`config.mk`:
```
export PLATFORM = sky130hd
export DESIGN_NAME = sensor_baseline_hysteresis_ctrl_unit
export DESIGN_NICKNAME = d
export VERILOG_FILES = /design/src/sbhc_pkg.sv /design/src/sensor_baseline_hysteresis_ctrl_unit.sv
export SDC_FILE = /design/constraint.sdc
export NUM_CORES = 2
export LEC_CHECK = 0
export BUFFER_PORTS_ARGS = -buffer_cell sky130_fd_sc_hd__buf_2
export CORE_MARGIN = 4
export CORE_UTILIZATION = 55
export DETAILED_ROUTE_END_ITERATION = 6
export PLACE_DENSITY = 0.7
export SETUP_SLACK_MARGIN = 0.05
export SLEW_MARGIN = 40
export SYNTH_ARGS = -nofsm -noshare
export SYNTH_HDL_FRONTEND = slang
export SYNTH_SLANG_ARGS = --single-unit
export TNS_END_PERCENT = 20
```
`constraint.sdc`:
```
create_clock -name clk -period 22 [get_ports clk]
set_clock_uncertainty 0.15 [all_clocks]
set_input_delay 6.6 -clock clk [delete_from_list [all_inputs] [get_ports clk]]
set_output_delay 6.6 -clock clk [all_outputs]
set_load 0.1 [all_outputs]
```
`src/sbhc_pkg.sv`:
```
`timescale 1ns / 1ps
// Package for the sensor baseline / hysteresis controller.
// Holds register reset values, field widths and register indexes; no dependencies.
package sbhc_pkg;

    // Default group length for averaging
    localparam int AVG_COUNT_DEF = 10;

    // Field and accumulator widths
    localparam int SAMPLE_W = 10;
    localparam int SUM_W    = 16;
    localparam int PCT_W    = 8;
    localparam int PM_W     = 11;
    localparam int TICK_W   = 8;

    // Threshold comparison widths (percent path, per-mille path)
    localparam int PCT_CMP_W = 24;
    localparam int PM_CMP_W  = 27;

    // Configuration register indexes
    typedef enum logic [2:0] {
        REG_TOUCH_RELEASE = 3'd0,
        REG_TOUCH_PRESS   = 3'd1,
        REG_LIGHT_LOW     = 3'd2,
        REG_LIGHT_HIGH    = 3'd3,
        REG_TEMP_LOW      = 3'd4,
        REG_TEMP_HIGH     = 3'd5,
        REG_TIMEOUT       = 3'd6
    } reg_idx_t;

    // Register reset values
    localparam logic [PCT_W-1:0]  TOUCH_RELEASE_RST = 8'd90;
    localparam logic [PCT_W-1:0]  TOUCH_PRESS_RST   = 8'd80;
    localparam logic [PCT_W-1:0]  LIGHT_LOW_RST     = 8'd110;
    localparam logic [PCT_W-1:0]  LIGHT_HIGH_RST    = 8'd130;
    localparam logic [PM_W-1:0]   TEMP_LOW_RST      = 11'd1010;
    localparam logic [PM_W-1:0]   TEMP_HIGH_RST     = 11'd1030;
    localparam logic [TICK_W-1:0] TIMEOUT_RST       = 8'd5;

    // Input word kinds (carried on tuser)
    localparam logic ACT_SAMPLE = 1'b0;
    localparam logic ACT_TICK   = 1'b1;

    // Result word
    typedef struct packed {
        logic calibrated;
        logic temp_led;
        logic light_led;
        logic touch_led;
    } result_t;

endpackage

```
`src/sensor_baseline_hysteresis_ctrl_unit.sv`:
```
`timescale 1ns / 1ps
// Sensor baseline / hysteresis controller: averaging, baselines, LED hysteresis and timeout.
// Depends on sbhc_pkg.
//
//  Channel | Dir | Handshake          | Word
//  --------+-----+--------------------+------------------------------------------------
//  s_*     | in  | s_tvalid/s_tready  | tdata: light, touch, temp samples; tuser: action
//  m_*     | out | m_tvalid/m_tready  | tdata: touch_led, light_led, temp_led, calibrated
//  APB     | in  | psel/penable       | seven threshold/timeout registers, 4-byte stride
//
// One word per cycle sustained while m_tready is high; each word passes the input register, then the result register.
// Input register feeds one pass of logic (sum update, reciprocal multiply for the
// group average, threshold compares) that writes the state and the result register.
// Both stages advance together; a stalled result holds and the input register keeps
// accepting as long as it can move forward. All control and state clear on rst_n low.

module sensor_baseline_hysteresis_ctrl_unit
    import sbhc_pkg::*;
#(
    parameter int AVG_COUNT = AVG_COUNT_DEF
)
(
    input  logic        clk,
    input  logic        rst_n,
    // sample stream
    input  logic        s_tvalid,
    output logic        s_tready,
    input  logic [31:0] s_tdata,   // [9:0] light_sample, [19:10] touch_sample, [29:20] temp_sample
    input  logic        s_tuser,   // [0] action
    // result stream
    output logic        m_tvalid,
    input  logic        m_tready,
    output logic [7:0]  m_tdata,   // [0] touch_led, [1] light_led, [2] temp_led, [3] calibrated
    // configuration
    input  logic        psel,
    input  logic        penable,
    input  logic        pwrite,
    input  logic [4:0]  paddr,
    input  logic [31:0] pwdata,
    output logic [31:0] prdata,
    output logic        pready
);

    // Group counter width
    localparam int CNT_W = (AVG_COUNT > 1) ? $clog2(AVG_COUNT) : 1;

    // Reciprocal for the exact floor(sum / AVG_COUNT)
    localparam int     DIV_L   = $clog2(AVG_COUNT);
    localparam int     DIV_S   = SUM_W + DIV_L;
    localparam int     PROD_W  = DIV_S + SUM_W;
    localparam longint DIV_M   = ((longint'(1) << DIV_S) + longint'(AVG_COUNT) - 1)
                                 / longint'(AVG_COUNT);
    localparam logic [SUM_W:0] DIV_MUL = DIV_M[SUM_W:0];
    localparam logic [CNT_W:0] GROUP_LEN = (CNT_W + 1)'(AVG_COUNT);

    // Configuration registers
    logic [PCT_W-1:0]  touch_release_reg;
    logic [PCT_W-1:0]  touch_press_reg;
    logic [PCT_W-1:0]  light_low_reg;
    logic [PCT_W-1:0]  light_high_reg;
    logic [PM_W-1:0]   temp_low_reg;
    logic [PM_W-1:0]   temp_high_reg;
    logic [TICK_W-1:0] timeout_reg;

    logic     cfg_wr;
    reg_idx_t cfg_idx;

    assign pready  = 1'b1;
    assign cfg_wr  = psel & penable & pwrite;
    assign cfg_idx = reg_idx_t'(paddr[4:2]);

    always_ff @(posedge clk or negedge rst_n)
    begin
        if (!rst_n)
        begin
            touch_release_reg <= TOUCH_RELEASE_RST;
            touch_press_reg   <= TOUCH_PRESS_RST;
            light_low_reg     <= LIGHT_LOW_RST;
            light_high_reg    <= LIGHT_HIGH_RST;
            temp_low_reg      <= TEMP_LOW_RST;
            temp_high_reg     <= TEMP_HIGH_RST;
            timeout_reg       <= TIMEOUT_RST;
        end
        else if (cfg_wr)
        begin
            case (cfg_idx)
                REG_TOUCH_RELEASE: touch_release_reg <= pwdata[PCT_W-1:0];
                REG_TOUCH_PRESS:   touch_press_reg   <= pwdata[PCT_W-1:0];
                REG_LIGHT_LOW:     light_low_reg     <= pwdata[PCT_W-1:0];
                REG_LIGHT_HIGH:    light_high_reg    <= pwdata[PCT_W-1:0];
                REG_TEMP_LOW:      temp_low_reg      <= pwdata[PM_W-1:0];
                REG_TEMP_HIGH:     temp_high_reg     <= pwdata[PM_W-1:0];
                REG_TIMEOUT:       timeout_reg       <= pwdata[TICK_W-1:0];
                default: ;
            endcase
        end
    end

    // Register read-back
    always_comb
    begin
        case (cfg_idx)
            REG_TOUCH_RELEASE: prdata = 32'(touch_release_reg);
            REG_TOUCH_PRESS:   prdata = 32'(touch_press_reg);
            REG_LIGHT_LOW:     prdata = 32'(light_low_reg);
            REG_LIGHT_HIGH:    prdata = 32'(light_high_reg);
            REG_TEMP_LOW:      prdata = 32'(temp_low_reg);
            REG_TEMP_HIGH:     prdata = 32'(temp_high_reg);
            REG_TIMEOUT:       prdata = 32'(timeout_reg);
            default:           prdata = 32'd0;
        endcase
    end

    // Handshake and stage control
    logic                in_valid_reg;
    logic                in_action_reg;
    logic [SAMPLE_W-1:0] in_light_reg;
    logic [SAMPLE_W-1:0] in_touch_reg;
    logic [SAMPLE_W-1:0] in_temp_reg;
    logic                out_valid_reg;
    result_t             out_data_reg;
    logic                advance;

    assign advance  = in_valid_reg & (~out_valid_reg | m_tready);
    assign s_tready = ~in_valid_reg | advance;
    assign m_tvalid = out_valid_reg;
    assign m_tdata  = {4'd0, out_data_reg};

    // Input register
    always_ff @(posedge clk or negedge rst_n)
    begin
        if (!rst_n)
        begin
            in_valid_reg <= 1'b0;
        end
        else if (s_tready)
        begin
            in_valid_reg <= s_tvalid;
        end
    end

    always_ff @(posedge clk)
    begin
        if (s_tready && s_tvalid)
        begin
            in_action_reg <= s_tuser;
            in_light_reg  <= s_tdata[SAMPLE_W-1:0];
            in_touch_reg  <= s_tdata[2*SAMPLE_W-1:SAMPLE_W];
            in_temp_reg   <= s_tdata[3*SAMPLE_W-1:2*SAMPLE_W];
        end
    end

    // Block state
    logic [CNT_W-1:0]    group_count_reg, group_count_next;
    logic                baseline_done_reg, baseline_done_next;
    logic [SUM_W-1:0]    light_sum_reg, light_sum_next;
    logic [SUM_W-1:0]    touch_sum_reg, touch_sum_next;
    logic [SUM_W-1:0]    temp_sum_reg, temp_sum_next;
    logic [SAMPLE_W-1:0] room_light_reg, room_light_next;
    logic [SAMPLE_W-1:0] room_touch_reg, room_touch_next;
    logic [SUM_W-1:0]    room_temp_reg, room_temp_next;
    logic                armed_reg, armed_next;
    logic                touch_led_reg, touch_led_next;
    logic                light_led_reg, light_led_next;
    logic                temp_led_reg, temp_led_next;
    logic [TICK_W-1:0]   tick_count_reg, tick_count_next;
    logic                timer_en_reg, timer_en_next;

    // Sums including the current set
    logic [SUM_W-1:0] light_acc, touch_acc, temp_acc;
    logic             group_end;

    assign light_acc = light_sum_reg + SUM_W'(in_light_reg);
    assign touch_acc = touch_sum_reg + SUM_W'(in_touch_reg);
    assign temp_acc  = temp_sum_reg + SUM_W'(in_temp_reg);
    assign group_end = ({1'b0, group_count_reg} + 1'b1) >= GROUP_LEN;

    // Group averages by reciprocal multiply
    logic [PROD_W-1:0] light_prod, touch_prod;
    logic [SUM_W-1:0]  light_avg, touch_avg;

    assign light_prod = PROD_W'(light_acc) * PROD_W'(DIV_MUL);
    assign touch_prod = PROD_W'(touch_acc) * PROD_W'(DIV_MUL);
    assign light_avg  = light_prod[DIV_S +: SUM_W];
    assign touch_avg  = touch_prod[DIV_S +: SUM_W];

    // Scaled values and thresholds
    logic [PCT_CMP_W-1:0] touch_x, touch_rel_thr, touch_prs_thr;
    logic [PCT_CMP_W-1:0] light_x, light_lo_thr, light_hi_thr;
    logic [PM_CMP_W-1:0]  temp_x, temp_lo_thr, temp_hi_thr;

    assign touch_x       = PCT_CMP_W'(touch_avg) * PCT_CMP_W'(100);
    assign light_x       = PCT_CMP_W'(light_avg) * PCT_CMP_W'(100);
    assign touch_rel_thr = PCT_CMP_W'(room_touch_reg) * PCT_CMP_W'(touch_release_reg);
    assign touch_prs_thr = PCT_CMP_W'(room_touch_reg) * PCT_CMP_W'(touch_press_reg);
    assign light_lo_thr  = PCT_CMP_W'(room_light_reg) * PCT_CMP_W'(light_low_reg);
    assign light_hi_thr  = PCT_CMP_W'(room_light_reg) * PCT_CMP_W'(light_high_reg);
    assign temp_x        = PM_CMP_W'(temp_acc) * PM_CMP_W'(1000);
    assign temp_lo_thr   = PM_CMP_W'(room_temp_reg) * PM_CMP_W'(temp_low_reg);
    assign temp_hi_thr   = PM_CMP_W'(room_temp_reg) * PM_CMP_W'(temp_high_reg);

    // Next-state logic for one word
    logic [TICK_W-1:0] tick_inc;
    logic              armed_tmp, led_tmp;

    assign tick_inc = tick_count_reg + 1'b1;

    always_comb
    begin
        group_count_next   = group_count_reg;
        baseline_done_next = baseline_done_reg;
        light_sum_next     = light_sum_reg;
        touch_sum_next     = touch_sum_reg;
        temp_sum_next      = temp_sum_reg;
        room_light_next    = room_light_reg;
        room_touch_next    = room_touch_reg;
        room_temp_next     = room_temp_reg;
        armed_next         = armed_reg;
        touch_led_next     = touch_led_reg;
        light_led_next     = light_led_reg;
        temp_led_next      = temp_led_reg;
        tick_count_next    = tick_count_reg;
        timer_en_next      = timer_en_reg;
        armed_tmp          = armed_reg;
        led_tmp            = touch_led_reg;

        if (in_action_reg == ACT_SAMPLE)
        begin
            if (group_end)
            begin
                group_count_next = '0;
                light_sum_next   = '0;
                touch_sum_next   = '0;
                temp_sum_next    = '0;
                if (!baseline_done_reg)
                begin
                    // first group sets the room baselines
                    room_light_next    = light_avg[SAMPLE_W-1:0];
                    room_touch_next    = touch_avg[SAMPLE_W-1:0];
                    room_temp_next     = temp_acc;
                    baseline_done_next = 1'b1;
                end
                else
                begin
                    // touch: re-arm, then toggle on press
                    if (touch_x >= touch_rel_thr)
                    begin
                        armed_tmp = 1'b1;
                    end
                    if (touch_x <= touch_prs_thr && armed_tmp)
                    begin
                        led_tmp   = ~led_tmp;
                        armed_tmp = 1'b0;
                    end
                    armed_next     = armed_tmp;
                    touch_led_next = led_tmp;
                    if (armed_tmp && led_tmp)
                    begin
                        timer_en_next = 1'b1;
                    end
                    else
                    begin
                        timer_en_next   = 1'b0;
                        tick_count_next = '0;
                    end

                    // light: dead zone is the closed band
                    if (!(light_x >= light_lo_thr && light_x <= light_hi_thr))
                    begin
                        if (light_x >= light_hi_thr)
                        begin
                            light_led_next = 1'b1;
                        end
                        if (light_x <= light_lo_thr)
                        begin
                            light_led_next = 1'b0;
                        end
                    end

                    // temperature: dead zone is the open band
                    if (!(temp_x > temp_lo_thr && temp_x < temp_hi_thr))
                    begin
                        if (temp_x >= temp_hi_thr)
                        begin
                            temp_led_next = 1'b1;
                        end
                        if (temp_x <= temp_lo_thr)
                        begin
                            temp_led_next = 1'b0;
                        end
                    end
                end
            end
            else
            begin
                group_count_next = group_count_reg + 1'b1;
                light_sum_next   = light_acc;
                touch_sum_next   = touch_acc;
                temp_sum_next    = temp_acc;
            end
        end
        else if (timer_en_reg)
        begin
            // timeout on a lit, released touch LED
            if (tick_inc >= timeout_reg)
            begin
                touch_led_next  = 1'b0;
                tick_count_next = '0;
                timer_en_next   = 1'b0;
            end
            else
            begin
                tick_count_next = tick_inc;
            end
        end
    end

    // State and result register
    always_ff @(posedge clk or negedge rst_n)
    begin
        if (!rst_n)
        begin
            group_count_reg   <= '0;
            baseline_done_reg <= 1'b0;
            light_sum_reg     <= '0;
            touch_sum_reg     <= '0;
            temp_sum_reg      <= '0;
            room_light_reg    <= '0;
            room_touch_reg    <= '0;
            room_temp_reg     <= '0;
            armed_reg         <= 1'b0;
            touch_led_reg     <= 1'b0;
            light_led_reg     <= 1'b0;
            temp_led_reg      <= 1'b0;
            tick_count_reg    <= '0;
            timer_en_reg      <= 1'b0;
            out_valid_reg     <= 1'b0;
        end
        else
        begin
            if (advance)
            begin
                group_count_reg   <= group_count_next;
                baseline_done_reg <= baseline_done_next;
                light_sum_reg     <= light_sum_next;
                touch_sum_reg     <= touch_sum_next;
                temp_sum_reg      <= temp_sum_next;
                room_light_reg    <= room_light_next;
                room_touch_reg    <= room_touch_next;
                room_temp_reg     <= room_temp_next;
                armed_reg         <= armed_next;
                touch_led_reg     <= touch_led_next;
                light_led_reg     <= light_led_next;
                temp_led_reg      <= temp_led_next;
                tick_count_reg    <= tick_count_next;
                timer_en_reg      <= timer_en_next;
                out_valid_reg     <= 1'b1;
            end
            else if (m_tready)
            begin
                out_valid_reg <= 1'b0;
            end
        end
    end

    // Result word payload
    always_ff @(posedge clk)
    begin
        if (advance)
        begin
            out_data_reg.touch_led  <= touch_led_next;
            out_data_reg.light_led  <= light_led_next;
            out_data_reg.temp_led   <= temp_led_next;
            out_data_reg.calibrated <= baseline_done_next;
        end
    end

endmodule
```
==> summary by stage <==
Outcome
The run finished with clean final reports.

Clock tree
The maximum level of the CTS H-tree is 1. The clock transition at the registers of the reported paths is 60 ps. The clock reaches the later pin of the worst-skew pair after 590 ps.

The post-CTS setup-driven buffer insertion count is 0. The total of hold buffers inserted after clock tree synthesis is 0. The post-cts repair resize count is 0. TritonCTS built the clock tree. Clock tree synthesis found a total of 201 sinks.

The tree is rooted in a sky130_fd_sc_hd__clkbuf_16. The number of clock buffers inserted by TritonCTS is 27. No sink is reached through more buffers than the 3 on the longest clock path.

Cells and area
At the end of the flow the core is filled with cells to 58.5%. Of the cells placed in the final design, the portion with a size suffix greater than 1 is 5.85%. For this run, the post-layout net count is 6608. Relative to the synthesized area, the layout overhead comes to 4.99%.

Floorplanning
The die boundary height is 300 µm. The I/O pin count is 120. The area of the core is 0.0840 mm². The die covers 0.0897 mm². The initial cell density of the core is 55.7%. The total number of placement rows is 106. The die extent in x is 300 µm.

GRT
Entering global routing, the biggest net connects 86 pins. The number of global-route vias before repair came to 36.0k. The wire length of the first global-routing pass is 184000 µm.

The global-route usage over all layers is 25.0%. The leftover overflow at the end of global routing is 0. The number of antenna violations at the first check in global routing is 6.

Detailed routing
For this run, design rule violations remaining after detail routing come to 0. The first routing iteration left 1861 violations. For this run, the detailed router's first-pass iteration total came to 5. The number of vias in the routed layout is 34.1k.

In the routed layout, each cell is associated on average with a via count of 5.52. Once detail routing completed, the nets flagged for antenna violations numbered 0. Dividing the detail-routed wire length by the instance count gives 17.6 µm. After detailed routing, the total wire length is 109000 µm.

Worst setup path
STA classifies the critical path endpoint as a primary output. Data on the critical path is required at its endpoint by 15250 ps. The worst setup path is launched from an input port. Of all nets on the critical path, the largest fanout is 26. The kind of critical path is in2out. The data arrival time of the critical path is 8440 ps.

STA
The total count of hold-check failures in the final report came to 0. The final-layout setup total negative slack is 0 ps. The final critical path takes up 69.1% of the cycle.

The number of max-slew violations in the final report is 0. The routed design could run at a clock period as short as 15190 ps. Setup repair after global routing left no endpoint under its margin. The count of endpoints failing setup in the final report is 0. The headroom to the max-slew limit is 43.2%. For this run, the top clock speed supported by timing is 65.8 MHz.

The slew at the pin closest to its max-slew limit is 846 ps. After layout, the worst setup slack is 6810 ps.

Place
Input and output buffers added on the ports amount to 68. The worst setup slack before clock tree synthesis is 6790 ps. At the end of routability-driven placement, the weighted congestion stood at 0.907. The half-perimeter wire length after placement is 88300 µm.

Logic synthesis
In the synthesized netlist, the number of instances is 5053. The share of synthesized registers carrying an async set or reset is 82.6%. After synthesis the cells add up to 0.0468 mm². The most used flip-flop cell after synthesis is sky130_fd_sc_hd__dfrtp_1. The most used standard cell by instance count after synthesis is sky130_fd_sc_hd__inv_1. The average footprint of a synthesized cell is 9.25 µm². The share of the synthesized area in the top cell type is 28.7%. The number of enable-type register cells in the synthesized netlist is 35.

The warning count from the yosys run is 0. The number of storage elements in the synthesis netlist is 201. The share of synthesized area occupied by flip-flops and latches is 11.2%. The number of distinct library cells after synthesis is 92.

After synthesis, the most frequently instantiated cells are sky130_fd_sc_hd__inv_1, sky130_fd_sc_hd__ha_1, sky130_fd_sc_hd__fa_1. Ranked by total cell area, the synthesized netlist is headed by sky130_fd_sc_hd__fa_1, sky130_fd_sc_hd__ha_1, sky130_fd_sc_hd__dfrtp_1, sky130_fd_sc_hd__inv_1, sky130_fd_sc_hd__nand2_1. The biggest area consumer among synthesized cells is sky130_fd_sc_hd__fa_1.

Min path
The worst hold path belongs to the class reg2reg.

Flow run
The max-cap check violation count is 0.
==> metrics by stage <==
step	instance area [µm²]	hold slack, ps	cells
final	49100	325	6184
after global routing	49100	365	6181
after detailed placement	48100	310	6130
after floorplan	46800	293	5077
after CTS	49000	324	6179
after global placement	48100	304	6130
==> logic make-up after synthesis <==
kind of cell	after synthesis	share of synthesized area, %
AO/OA/AOI/OAI	664	9.19
XOR/XNOR	229	4.34
adder cells (fa/ha/maj)	1505	51.0
buffers and inverters	1118	9.19
flip-flops	201	11.2
multiplexers	84	2.10
other	2	0.0161
AND/OR/NAND/NOR	1250	12.9
==> area by class of cell <==
cell class / instances / area (µm²)
repair buffers: 103 / 638
multi-input cells: 3758 / 37400
inverters: 935 / 3510
clock buffers: 32 / 704
clock inverters: 17 / 196
diodes: 4 / 10.0
fillers: 7348 / 34900
flip-flops and latches: 201 / 5240
well taps: 1134 / 1420
==> worst max-delay path, stage by stage <==
cell and delay, ps:
sky130_fd_sc_hd__buf_2 530, sky130_fd_sc_hd__mux2_2 280, sky130_fd_sc_hd__a21oi_1 60, sky130_fd_sc_hd__o22a_1 210
sky130_fd_sc_hd__o21ai_0 180, sky130_fd_sc_hd__buf_2 550
==> layout by cell type, fill, tap and decap left out, types with 6 or more instances in the layout <==
cell type / instances
sky130_fd_sc_hd__conb_1: 26
sky130_fd_sc_hd__nor4_1: 6
sky130_fd_sc_hd__or3_1: 13
sky130_fd_sc_hd__a22o_1: 17
sky130_fd_sc_hd__nor2b_1: 21
sky130_fd_sc_hd__nor2_1: 116
sky130_fd_sc_hd__edfxtp_1: 35
sky130_fd_sc_hd__buf_2: 67
sky130_fd_sc_hd__a211o_1: 6
sky130_fd_sc_hd__ha_1: 835
sky130_fd_sc_hd__o21a_1: 26
sky130_fd_sc_hd__dfrtp_1: 141
sky130_fd_sc_hd__a41oi_1: 12
sky130_fd_sc_hd__fa_1: 670
sky130_fd_sc_hd__mux2_2: 63
sky130_fd_sc_hd__nand4_1: 26
sky130_fd_sc_hd__inv_1: 934
sky130_fd_sc_hd__a211oi_1: 26
sky130_fd_sc_hd__nand2b_1: 32
sky130_fd_sc_hd__a21o_1: 85
sky130_fd_sc_hd__nand2_1: 559
sky130_fd_sc_hd__o21bai_1: 25
sky130_fd_sc_hd__nor3_1: 47
sky130_fd_sc_hd__nand3_1: 47
sky130_fd_sc_hd__clkbuf_16: 27
sky130_fd_sc_hd__xnor2_2: 7
sky130_fd_sc_hd__a21oi_1: 190
sky130_fd_sc_hd__and3_1: 16
sky130_fd_sc_hd__buf_4: 33
sky130_fd_sc_hd__and2_1: 324
sky130_fd_sc_hd__or2_2: 15
sky130_fd_sc_hd__o211ai_1: 14
sky130_fd_sc_hd__a31oi_1: 20
sky130_fd_sc_hd__o21ai_0: 151
sky130_fd_sc_hd__dfstp_2: 25
sky130_fd_sc_hd__mux2i_1: 16
sky130_fd_sc_hd__xor2_1: 78
sky130_fd_sc_hd__xnor2_1: 143
sky130_fd_sc_hd__o31ai_1: 18
==> per-layer routing <==
| metal | wire [µm] | GRT usage (%) | vias to the layer above |
|---|---|---|---|
| li1 | - | - | 16200 |
| met5 | 0 | 0 | - |
| met2 | 52200 | 42.6 | 772 |
| met3 | 5510 | 2.70 | 144 |
| met1 | 48300 | 34.4 | 17000 |
| met4 | 2600 | 6.16 | 0 |
==> worst paths after layout <==
path,from,end,slack [ps],depth (start not counted)
worst min register to register,touch_sum_reg[0],touch_sum_reg[0],320,2
worst max register to register,in_touch_reg[0],tick_count_reg[0],8520,48
worst min-delay path,touch_sum_reg[0],touch_sum_reg[0],320,2
min in group asynchronous,rst_n,room_temp_reg[7],5740,1
worst max-delay path,paddr[2],prdata[1],6810,6
max in group asynchronous,rst_n,temp_high_reg[9],14900,2
Power is left out: the tool's default activity adds up to more than one toggle a clock period on the data nets, which glitch-free logic cannot reach.
